### config.mk
export PLATFORM = sky130hd
export DESIGN_NAME = hsv_to_rgb_converter_flat
export DESIGN_NICKNAME = d
export VERILOG_FILES = /design/src/hw/rtl/hsv2rgb_pkg.sv /design/src/hw/rtl/hsv2rgb_if.sv /design/src/hw/rtl/hsv_to_rgb_converter.sv /design/src/hw/rtl/hsv2rgb_front.sv /design/src/hw/rtl/hsv2rgb_mix.sv /design/src/hw/rtl/hsv2rgb_scale.sv /design/src/flat_wrapper.sv
export SDC_FILE = /design/constraint.sdc
export NUM_CORES = 2
export LEC_CHECK = 0
export BUFFER_PORTS_ARGS = -buffer_cell sky130_fd_sc_hd__buf_2
export CORE_ASPECT_RATIO = 1.75
export CORE_MARGIN = 5
export CORE_UTILIZATION = 55
export CTS_BUF_LIST = sky130_fd_sc_hd__clkbuf_8
export CTS_CLUSTER_DIAMETER = 80
export DETAILED_ROUTE_END_ITERATION = 10
export PLACE_DENSITY = 0.74
export SETUP_SLACK_MARGIN = 0.3
export SLEW_MARGIN = 30
export SYNTH_ARGS = -nofsm -noshare
export SYNTH_HDL_FRONTEND = slang
export SYNTH_SLANG_ARGS = --single-unit
### constraint.sdc
create_clock -name clk_i -period 6.52 [get_ports clk_i]
set_input_delay 0.326 -clock clk_i [delete_from_list [all_inputs] [get_ports clk_i]]
set_output_delay 0.326 -clock clk_i [all_outputs]
set_load 0.01 [all_outputs]
### src/hw/rtl/hsv2rgb_pkg.sv
package hsv2rgb_pkg;

  // field widths
  localparam int unsigned HueW  = 9;
  localparam int unsigned PctW  = 7;
  localparam int unsigned ChanW = 8;

  // conversion constants
  localparam int unsigned Circle   = 360;
  localparam int unsigned Sextant  = 60;
  localparam int unsigned PctMax   = 100;
  localparam int unsigned Full     = 255;
  // v numerator is v * 6000 over the common denominator 600000
  localparam int unsigned ValScale = 6000;

  // internal widths
  localparam int unsigned TentW = 6;   // 0..60
  localparam int unsigned SvW   = 14;  // s*v up to 10000
  localparam int unsigned NumW  = 20;  // numerators up to 600000

  // x*255/600000 = x*17/40000 = ((x*17) >> 6) / 625
  localparam int unsigned ScaleMul   = 17;
  localparam int unsigned ScaleShift = 6;
  localparam int unsigned MulW       = 25;
  localparam int unsigned RedW       = MulW - ScaleShift;
  // divide by 625 through a reciprocal, exact for the reduced range
  localparam int unsigned RecipShift = 28;
  localparam int unsigned RecipM     = 429497;
  localparam int unsigned RecipMW    = 19;
  localparam int unsigned ProdW      = RedW + RecipMW;

  // channel lanes
  localparam int unsigned NumCh   = 3;
  localparam int unsigned ChRed   = 0;
  localparam int unsigned ChGreen = 1;
  localparam int unsigned ChBlue  = 2;

  typedef enum logic [2:0] {
    SEXT_RY = 3'd0,
    SEXT_YG = 3'd1,
    SEXT_GC = 3'd2,
    SEXT_CB = 3'd3,
    SEXT_BM = 3'd4,
    SEXT_MR = 3'd5
  } sextant_e;

  typedef struct packed {
    logic [HueW-1:0] hue;
    logic [PctW-1:0] sat;
    logic [PctW-1:0] val;
  } pix_t;

  typedef struct packed {
    sextant_e         sextant;
    logic [TentW-1:0] tent;
    logic [PctW-1:0]  sat;
    logic [PctW-1:0]  val;
  } dec_t;

  typedef struct packed {
    sextant_e         sextant;
    logic [TentW-1:0] tent;
    logic [SvW-1:0]   sv;
    logic [NumW-1:0]  v_num;
  } prod_t;

  typedef logic [NumCh-1:0][NumW-1:0]  nums_t;
  typedef logic [NumCh-1:0][RedW-1:0]  reds_t;
  typedef logic [NumCh-1:0][ChanW-1:0] chans_t;

endpackage

### src/hw/rtl/hsv2rgb_if.sv
interface hsv_if;
  logic                            valid;
  logic                            ready;
  logic [hsv2rgb_pkg::HueW-1:0]    hue_degrees;
  logic [hsv2rgb_pkg::PctW-1:0]    saturation_percent;
  logic [hsv2rgb_pkg::PctW-1:0]    value_percent;

  modport source (output valid, output hue_degrees, output saturation_percent,
                  output value_percent, input ready);
  modport sink   (input valid, input hue_degrees, input saturation_percent,
                  input value_percent, output ready);
endinterface

interface rgb_if;
  logic                            valid;
  logic                            ready;
  logic [hsv2rgb_pkg::ChanW-1:0]   red;
  logic [hsv2rgb_pkg::ChanW-1:0]   green;
  logic [hsv2rgb_pkg::ChanW-1:0]   blue;

  modport source (output valid, output red, output green, output blue, input ready);
  modport sink   (input valid, input red, input green, input blue, output ready);
endinterface

### src/hw/rtl/hsv_to_rgb_converter.sv
// hsv to rgb pixel converter. a pixel arrives as hue in whole degrees (hues of 360
// and above are reduced by 360) and saturation and value in percent (above 100
// saturates to 100); red, green and blue leave as 8-bit values, the exact rational
// result (c+m)*255 truncated toward zero. the block is a five-stage pipeline of
// hue decode, s*v products, channel mixing, a scale by 17 and a reciprocal divide
// by 625: it takes one pixel per clock while the output side is not stalled, and
// an accepted pixel is registered once in each stage in that order. each stage
// holds its own valid bit, so an empty stage keeps taking pixels while a finished
// result waits on the output; backpressure reaches every stage in the same cycle.
module hsv_to_rgb_converter (
  input  logic       clk_i,
  input  logic       rst_ni,
  hsv_if.sink        hsv_i,
  rgb_if.source      rgb_o
);

  // input transaction payload gathered into one struct
  hsv2rgb_pkg::pix_t   pix;

  // front end to mixer
  logic                front_valid;
  logic                mix_ready;
  hsv2rgb_pkg::prod_t  front_prod;

  // mixer to scaler
  logic                mix_valid;
  logic                scale_ready;
  hsv2rgb_pkg::nums_t  mix_nums;

  // scaler output register
  hsv2rgb_pkg::chans_t chans;

  assign pix.hue = hsv_i.hue_degrees;
  assign pix.sat = hsv_i.saturation_percent;
  assign pix.val = hsv_i.value_percent;

  // stages 1-2: wrap and decode hue, clamp percents, s*v and v*6000
  hsv2rgb_front u_front (
    .clk_i       (clk_i),
    .rst_ni      (rst_ni),
    .in_valid_i  (hsv_i.valid),
    .in_ready_o  (hsv_i.ready),
    .in_pix_i    (pix),
    .out_valid_o (front_valid),
    .out_ready_i (mix_ready),
    .out_prod_o  (front_prod)
  );

  // stage 3: chroma, tent term and offset placed per sextant
  hsv2rgb_mix u_mix (
    .clk_i       (clk_i),
    .rst_ni      (rst_ni),
    .in_valid_i  (front_valid),
    .in_ready_o  (mix_ready),
    .in_prod_i   (front_prod),
    .out_valid_o (mix_valid),
    .out_ready_i (scale_ready),
    .out_nums_o  (mix_nums)
  );

  // stages 4-5: truncating scale to 8 bits, last stage is the output register
  hsv2rgb_scale u_scale (
    .clk_i       (clk_i),
    .rst_ni      (rst_ni),
    .in_valid_i  (mix_valid),
    .in_ready_o  (scale_ready),
    .in_nums_i   (mix_nums),
    .out_valid_o (rgb_o.valid),
    .out_ready_i (rgb_o.ready),
    .out_chans_o (chans)
  );

  assign rgb_o.red   = chans[hsv2rgb_pkg::ChRed];
  assign rgb_o.green = chans[hsv2rgb_pkg::ChGreen];
  assign rgb_o.blue  = chans[hsv2rgb_pkg::ChBlue];

endmodule

### src/hw/rtl/hsv2rgb_front.sv
// hue decode and saturation/value products, two stages
module hsv2rgb_front (
  input  logic               clk_i,
  input  logic               rst_ni,
  input  logic               in_valid_i,
  output logic               in_ready_o,
  input  hsv2rgb_pkg::pix_t  in_pix_i,
  output logic               out_valid_o,
  input  logic               out_ready_i,
  output hsv2rgb_pkg::prod_t out_prod_o
);

  logic                               s1_valid_q;
  logic                               s2_valid_q;
  logic                               s2_ready;
  hsv2rgb_pkg::dec_t                  s1_d, s1_q;
  hsv2rgb_pkg::prod_t                 s2_d, s2_q;
  logic [hsv2rgb_pkg::HueW-1:0]       hue_w;
  logic [hsv2rgb_pkg::HueW-1:0]       base;
  logic [hsv2rgb_pkg::TentW-1:0]      frac;
  hsv2rgb_pkg::sextant_e              sext;

  assign s2_ready   = !s2_valid_q || out_ready_i;
  assign in_ready_o = !s1_valid_q || s2_ready;

  // stage 1: wrap hue, find sextant, tent position, clamp percents
  always_comb begin
    hue_w = (in_pix_i.hue >= hsv2rgb_pkg::HueW'(hsv2rgb_pkg::Circle))
          ? in_pix_i.hue - hsv2rgb_pkg::HueW'(hsv2rgb_pkg::Circle) : in_pix_i.hue;
    if (hue_w < hsv2rgb_pkg::HueW'(hsv2rgb_pkg::Sextant)) begin
      sext = hsv2rgb_pkg::SEXT_RY;
    end else if (hue_w < hsv2rgb_pkg::HueW'(2 * hsv2rgb_pkg::Sextant)) begin
      sext = hsv2rgb_pkg::SEXT_YG;
    end else if (hue_w < hsv2rgb_pkg::HueW'(3 * hsv2rgb_pkg::Sextant)) begin
      sext = hsv2rgb_pkg::SEXT_GC;
    end else if (hue_w < hsv2rgb_pkg::HueW'(4 * hsv2rgb_pkg::Sextant)) begin
      sext = hsv2rgb_pkg::SEXT_CB;
    end else if (hue_w < hsv2rgb_pkg::HueW'(5 * hsv2rgb_pkg::Sextant)) begin
      sext = hsv2rgb_pkg::SEXT_BM;
    end else begin
      sext = hsv2rgb_pkg::SEXT_MR;
    end
    case (sext)
      hsv2rgb_pkg::SEXT_RY: base = '0;
      hsv2rgb_pkg::SEXT_YG: base = hsv2rgb_pkg::HueW'(hsv2rgb_pkg::Sextant);
      hsv2rgb_pkg::SEXT_GC: base = hsv2rgb_pkg::HueW'(2 * hsv2rgb_pkg::Sextant);
      hsv2rgb_pkg::SEXT_CB: base = hsv2rgb_pkg::HueW'(3 * hsv2rgb_pkg::Sextant);
      hsv2rgb_pkg::SEXT_BM: base = hsv2rgb_pkg::HueW'(4 * hsv2rgb_pkg::Sextant);
      default:              base = hsv2rgb_pkg::HueW'(5 * hsv2rgb_pkg::Sextant);
    endcase
    frac = hsv2rgb_pkg::TentW'(hue_w - base);
    s1_d.sextant = sext;
    // falling edge of the tent in odd sextants
    if (sext == hsv2rgb_pkg::SEXT_YG || sext == hsv2rgb_pkg::SEXT_CB ||
        sext == hsv2rgb_pkg::SEXT_MR) begin
      s1_d.tent = hsv2rgb_pkg::TentW'(hsv2rgb_pkg::Sextant) - frac;
    end else begin
      s1_d.tent = frac;
    end
    s1_d.sat = (in_pix_i.sat > hsv2rgb_pkg::PctW'(hsv2rgb_pkg::PctMax))
             ? hsv2rgb_pkg::PctW'(hsv2rgb_pkg::PctMax) : in_pix_i.sat;
    s1_d.val = (in_pix_i.val > hsv2rgb_pkg::PctW'(hsv2rgb_pkg::PctMax))
             ? hsv2rgb_pkg::PctW'(hsv2rgb_pkg::PctMax) : in_pix_i.val;
  end

  // stage 2: s*v and v*6000
  always_comb begin
    s2_d.sextant = s1_q.sextant;
    s2_d.tent    = s1_q.tent;
    s2_d.sv      = hsv2rgb_pkg::SvW'(s1_q.sat) * hsv2rgb_pkg::SvW'(s1_q.val);
    s2_d.v_num   = hsv2rgb_pkg::NumW'(s1_q.val) * hsv2rgb_pkg::NumW'(hsv2rgb_pkg::ValScale);
  end

  always_ff @(posedge clk_i or negedge rst_ni) begin
    if (!rst_ni) begin
      s1_valid_q <= 1'b0;
      s2_valid_q <= 1'b0;
    end else begin
      if (in_ready_o) begin
        s1_valid_q <= in_valid_i;
      end
      if (s2_ready) begin
        s2_valid_q <= s1_valid_q;
      end
    end
  end

  always_ff @(posedge clk_i) begin
    if (in_ready_o && in_valid_i) begin
      s1_q <= s1_d;
    end
    if (s2_ready && s1_valid_q) begin
      s2_q <= s2_d;
    end
  end

  assign out_valid_o = s2_valid_q;
  assign out_prod_o  = s2_q;

endmodule

### src/hw/rtl/hsv2rgb_mix.sv
// chroma, tent term and offset placed on the three channels
module hsv2rgb_mix (
  input  logic               clk_i,
  input  logic               rst_ni,
  input  logic               in_valid_i,
  output logic               in_ready_o,
  input  hsv2rgb_pkg::prod_t in_prod_i,
  output logic               out_valid_o,
  input  logic               out_ready_i,
  output hsv2rgb_pkg::nums_t out_nums_o
);

  logic                          valid_q;
  hsv2rgb_pkg::nums_t            nums_d, nums_q;
  logic [hsv2rgb_pkg::NumW-1:0]  nc, nx, nm;

  assign in_ready_o = !valid_q || out_ready_i;

  always_comb begin
    nc = hsv2rgb_pkg::NumW'(in_prod_i.sv) * hsv2rgb_pkg::NumW'(hsv2rgb_pkg::Sextant);
    nx = hsv2rgb_pkg::NumW'(in_prod_i.sv) * hsv2rgb_pkg::NumW'(in_prod_i.tent);
    nm = in_prod_i.v_num - nc;
    nums_d = '0;
    case (in_prod_i.sextant)
      hsv2rgb_pkg::SEXT_RY: begin
        nums_d[hsv2rgb_pkg::ChRed]   = nm + nc;
        nums_d[hsv2rgb_pkg::ChGreen] = nm + nx;
        nums_d[hsv2rgb_pkg::ChBlue]  = nm;
      end
      hsv2rgb_pkg::SEXT_YG: begin
        nums_d[hsv2rgb_pkg::ChRed]   = nm + nx;
        nums_d[hsv2rgb_pkg::ChGreen] = nm + nc;
        nums_d[hsv2rgb_pkg::ChBlue]  = nm;
      end
      hsv2rgb_pkg::SEXT_GC: begin
        nums_d[hsv2rgb_pkg::ChRed]   = nm;
        nums_d[hsv2rgb_pkg::ChGreen] = nm + nc;
        nums_d[hsv2rgb_pkg::ChBlue]  = nm + nx;
      end
      hsv2rgb_pkg::SEXT_CB: begin
        nums_d[hsv2rgb_pkg::ChRed]   = nm;
        nums_d[hsv2rgb_pkg::ChGreen] = nm + nx;
        nums_d[hsv2rgb_pkg::ChBlue]  = nm + nc;
      end
      hsv2rgb_pkg::SEXT_BM: begin
        nums_d[hsv2rgb_pkg::ChRed]   = nm + nx;
        nums_d[hsv2rgb_pkg::ChGreen] = nm;
        nums_d[hsv2rgb_pkg::ChBlue]  = nm + nc;
      end
      default: begin
        nums_d[hsv2rgb_pkg::ChRed]   = nm + nc;
        nums_d[hsv2rgb_pkg::ChGreen] = nm;
        nums_d[hsv2rgb_pkg::ChBlue]  = nm + nx;
      end
    endcase
  end

  always_ff @(posedge clk_i or negedge rst_ni) begin
    if (!rst_ni) begin
      valid_q <= 1'b0;
    end else if (in_ready_o) begin
      valid_q <= in_valid_i;
    end
  end

  always_ff @(posedge clk_i) begin
    if (in_ready_o && in_valid_i) begin
      nums_q <= nums_d;
    end
  end

  assign out_valid_o = valid_q;
  assign out_nums_o  = nums_q;

endmodule

### src/hw/rtl/hsv2rgb_scale.sv
// scale numerators by 255/600000 with truncation, two stages
module hsv2rgb_scale (
  input  logic                clk_i,
  input  logic                rst_ni,
  input  logic                in_valid_i,
  output logic                in_ready_o,
  input  hsv2rgb_pkg::nums_t  in_nums_i,
  output logic                out_valid_o,
  input  logic                out_ready_i,
  output hsv2rgb_pkg::chans_t out_chans_o
);

  logic                           s1_valid_q;
  logic                           s2_valid_q;
  logic                           s2_ready;
  hsv2rgb_pkg::reds_t             red_d, red_q;
  hsv2rgb_pkg::chans_t            chan_d, chan_q;
  logic [hsv2rgb_pkg::MulW-1:0]   mul17  [hsv2rgb_pkg::NumCh];
  logic [hsv2rgb_pkg::ProdW-1:0]  prod   [hsv2rgb_pkg::NumCh];

  assign s2_ready   = !s2_valid_q || out_ready_i;
  assign in_ready_o = !s1_valid_q || s2_ready;

  always_comb begin
    for (int unsigned i = 0; i < hsv2rgb_pkg::NumCh; i++) begin
      // x*17, then drop the power-of-two part of 40000
      mul17[i] = hsv2rgb_pkg::MulW'(in_nums_i[i]) * hsv2rgb_pkg::MulW'(hsv2rgb_pkg::ScaleMul);
      red_d[i] = mul17[i][hsv2rgb_pkg::MulW-1:hsv2rgb_pkg::ScaleShift];
      // remaining divide by 625
      prod[i]   = hsv2rgb_pkg::ProdW'(red_q[i]) * hsv2rgb_pkg::ProdW'(hsv2rgb_pkg::RecipM);
      chan_d[i] = prod[i][hsv2rgb_pkg::RecipShift +: hsv2rgb_pkg::ChanW];
    end
  end

  always_ff @(posedge clk_i or negedge rst_ni) begin
    if (!rst_ni) begin
      s1_valid_q <= 1'b0;
      s2_valid_q <= 1'b0;
    end else begin
      if (in_ready_o) begin
        s1_valid_q <= in_valid_i;
      end
      if (s2_ready) begin
        s2_valid_q <= s1_valid_q;
      end
    end
  end

  always_ff @(posedge clk_i) begin
    if (in_ready_o && in_valid_i) begin
      red_q <= red_d;
    end
    if (s2_ready && s1_valid_q) begin
      chan_q <= chan_d;
    end
  end

  assign out_valid_o = s2_valid_q;
  assign out_chans_o = chan_q;

endmodule

### src/flat_wrapper.sv
// flat-port wrapper written by rule: the top's interface ports become plain ports
module hsv_to_rgb_converter_flat 
  (clk_i, rst_ni, hsv_i_valid, hsv_i_hue_degrees, hsv_i_saturation_percent, hsv_i_value_percent, hsv_i_ready, rgb_o_valid, rgb_o_red, rgb_o_green, rgb_o_blue, rgb_o_ready);
  hsv_if hsv_i_i ();
  rgb_if rgb_o_i ();
  input  logic clk_i;
  input  logic rst_ni;
  input wire logic [$bits(hsv_i_i.valid)-1:0] hsv_i_valid;
  input wire logic [$bits(hsv_i_i.hue_degrees)-1:0] hsv_i_hue_degrees;
  input wire logic [$bits(hsv_i_i.saturation_percent)-1:0] hsv_i_saturation_percent;
  input wire logic [$bits(hsv_i_i.value_percent)-1:0] hsv_i_value_percent;
  output wire logic [$bits(hsv_i_i.ready)-1:0] hsv_i_ready;
  output wire logic [$bits(rgb_o_i.valid)-1:0] rgb_o_valid;
  output wire logic [$bits(rgb_o_i.red)-1:0] rgb_o_red;
  output wire logic [$bits(rgb_o_i.green)-1:0] rgb_o_green;
  output wire logic [$bits(rgb_o_i.blue)-1:0] rgb_o_blue;
  input wire logic [$bits(rgb_o_i.ready)-1:0] rgb_o_ready;
  assign hsv_i_i.valid = hsv_i_valid;
  assign hsv_i_i.hue_degrees = hsv_i_hue_degrees;
  assign hsv_i_i.saturation_percent = hsv_i_saturation_percent;
  assign hsv_i_i.value_percent = hsv_i_value_percent;
  assign hsv_i_ready = hsv_i_i.ready;
  assign rgb_o_valid = rgb_o_i.valid;
  assign rgb_o_red = rgb_o_i.red;
  assign rgb_o_green = rgb_o_i.green;
  assign rgb_o_blue = rgb_o_i.blue;
  assign rgb_o_i.ready = rgb_o_ready;
  hsv_to_rgb_converter u_core (.clk_i(clk_i), .rst_ni(rst_ni), .hsv_i(hsv_i_i), .rgb_o(rgb_o_i));
endmodule
==> results.md <==
* Outcome: finished with violations
* Violated checks: setup timing
* Overall routing resource usage at 26.0%
* Vias per inst at 5.54
* DRC viols at 0
* Full die area at 73700 um^2
* Slew HR at 29.5%
* Worst stage delay on the critical path at 0.53 ns
* Crit-path most repeated cell: fa_1
* Total CTS buffers at 36
* Syn Area/Cell at 9.90 um^2
* Cell accounting for the most synthesized area: fa_1
* Fraction of layout cells with a size suffix above 1 at 17.3%
* Synth unique cells at 88
* CP arrival at 7.34 ns
* Vias at 28372
* Post-synth ARST share at 2.40%
* Critical Path Start Type: flip-flop
* Most frequent cells after synthesis: inv_1 (975), ha_1 (663), fa_1 (540)
* CP Class: reg2reg
* Reg area at 6220 um^2
* Met3 Use GR at 2.95%
* Post-synth EDFFs at 203
* Worst-Margin Slew at 1.06 ns
* Core area at 67500 um^2
* Most frequent cell after synthesis: inv_1
* Grt peak-use layer: met2
* CTS clk-pin slew, worst paths at 0.07 ns
* Die H at 355 um
* Cells after Synth at 3788
* Layout Nets at 5431
* Synth Net Count at 5018
* Io pins at 53
* Crit end category: flip-flop
* Starting DRT DRC Count at 1182
* Most used DFF post-synth: edfxtp_1
* # setup viols final at 16
* Total Wirelength at 96.9 mm
* Top post-synthesis cells by area: fa_1 (29%), ha_1 (22%), edfxtp_1 (16%)
* Maximum capacitance violations at 0
* Critical path required time at 6.89 ns
* Final Hold Viols at 0
* Max H-tree Level at 2
* Number of synthesized register bits at 208
* Clk_lat worst skew at 0.62 ns
* CTS sink count at 208
* Wire per inst at 18.9 um
* Yosys warnings at 0
* Area grow syn2layout at 17.3%
* Slew Limit Fails at 0
* CTS Buffer Depth at 3
* RSZ-0062 raised after global routing: yes
* Initial antenna violation count at 2
* Largest net degree at the start of global routing at 88
* First-pass GRT wire length at 153 mm
* Die outline width at 207 um
* Fmax achieved at 144 MHz
* Setup Skew at 0.0324 ns
* Met1 usage at 23.0%
* Fin util at 65.2%
* TritonCTS clock tree: built
* Crit-path slowest cell: fa_1
* RD Place Congestion at 0.975
* M2 GR Usage at 51.4%
* Hold WC Path Type: in2reg
* Fillers at 5259
* Initial Utilization at 55.6%
* Final min period at 6.97 ns
* Vias in the first global route at 30855
* GRT Residual Overflow at 0
* ANT nets after route at 0
* Initial DRT Pass Iterations at 5
* Post-synthesis cell area at 37500 um^2
* Seq/Total Area, Yosys at 16.6%
* Final cycle utilization of the critical path at 107%
* Dpl hpwl at 81.5 mm
* DP Worst Slack at -0.650 ns
* Std cell rows at 126
* Setup WS post-layout at -0.448 ns
* Post-synth top area share at 28.8%
* Footprint of the multi-input gates at 29000 um^2
* CP Max Fanout at 4
* Number of port buffers at 52
* Root buf cell: clkbuf_8
-- layout by cell type (no fill, tap or decap), types with 13 or more instances in the layout --
cell      synthesis  layout
a21oi_2           0      19
o21bai_1         39      38
and2_1           58      53
a21o_1           42      42
xnor2_2           1      13
a221oi_1         16      14
a21oi_1         165     145
fa_2              0      25
nor2b_1          20      18
ha_4              0      50
inv_1           975     943
buf_2             4      52
nand3_1          31      29
a211oi_1         26      20
o21ai_1           5      16
fa_1            540     515
nor3b_1          14      13
inv_2             0      30
o21ai_0         105      81
buf_4             0     329
nor3_1           36      29
xor2_1           42      37
o21a_1           18      15
clkbuf_8          0      36
nor2_1          128     123
buf_6             0      33
nand2_1         210     208
nand2b_1         30      29
xnor2_1         128     112
edfxtp_1        203     203
ha_1            663     608
-- cell families after synthesis --
logic type | synth area share [%]
AOI/OAI and AO/OA | 10.0
xor gates and xnor gates | 4.02
adders and majority gates | 51.0
buffers and inverters | 10.3
DFF | 16.6
muxes | 0.254
and+or+nand+nor | 7.81
-- routing by layer --
metal	vias up	share of wire, %
li1	13166	-
met1	13871	31
met2	881	55
met3	454	3.3
met4	0	11
met5	-	0
-- worst paths after layout --
path                                                from                            end  slack, ns  depth (start not counted)
setup / recovery           u_core.u_front.out_prod_o[21]    u_core.u_mix.out_nums_o[17]      -0.45                         30
hold / removal                    hsv_i_value_percent[4]         u_core.u_front.s1_q[4]       0.03                          2
setup reg to reg           u_core.u_front.out_prod_o[21]    u_core.u_mix.out_nums_o[17]      -0.45                         30
hold reg to reg                  u_core.u_front.s1_q[18]  u_core.u_front.out_prod_o[38]       0.42                          0
max in group asynchronous                         rst_ni      u_core.u_front.s1_valid_q       6.31                          2
min in group asynchronous                         rst_ni       u_core.u_mix.out_valid_o       0.06                          2
-- worst max-delay path, delay by kind of cell (launching register included) --
family | cells | cell delay, ns
buf+inv | 5 | 0.56
fa+ha+maj | 6 | 2.32
simple gates | 6 | 1.13
flops | 1 | 0.44
xor+xnor | 3 | 0.62
compound gates | 10 | 1.69
-- timing repair --
action	4_1_cts	5_1_grt
buffers inserted	57	63
hold buffers	11	0
endpoints found under the setup margin	37	40
hold endpoints to repair	15	0
gates resized for setup	113	172
pin swaps	52	124
-- state kept, by name (all words and copies together), names as in the netlist --
name                        flops
u_core.u_scale.s1_valid_q       1
u_core.u_mix.out_valid_o        1
u_core.u_scale.out_chans_o     24
u_core.u_front.out_valid_o      1
u_core.u_front.out_prod_o      39
u_core.u_scale.red_q           57
u_core.u_front.s1_q            23
u_core.u_front.s1_valid_q       1
u_core.u_mix.out_nums_o        60
u_core.u_scale.out_valid_o      1
-- layout make-up --
type | count | share of cell area [%]
Sequential cell | 208 | 14.1
Timing Repair Buffer | 426 | 7.37
Clock buffer | 36 | 1.13
Multi-Input combinational cell | 2552 | 65.8
Antenna cell | 1 | 0.00569
Clock inverter | 29 | 0.592
Inverter | 977 | 8.38
Tap cell | 896 | 2.55
-- stage by stage --
stage	hold slack, ns	setup TNS (ns)	area, um^2	instances
global placement	0.158	-6.36	40700	4927
finish	0.0321	-4.22	44000	5125
floorplan	0.0304	-0.422	37700	3788
global route	0.0267	-8.20	44000	5125
detailed placement	0.165	-8.66	40800	4928
CTS	0.00440	-1.89	42600	5061
Power is left out: the tool's default activity adds up to more than one toggle a clock period on the data nets, which glitch-free logic cannot reach.
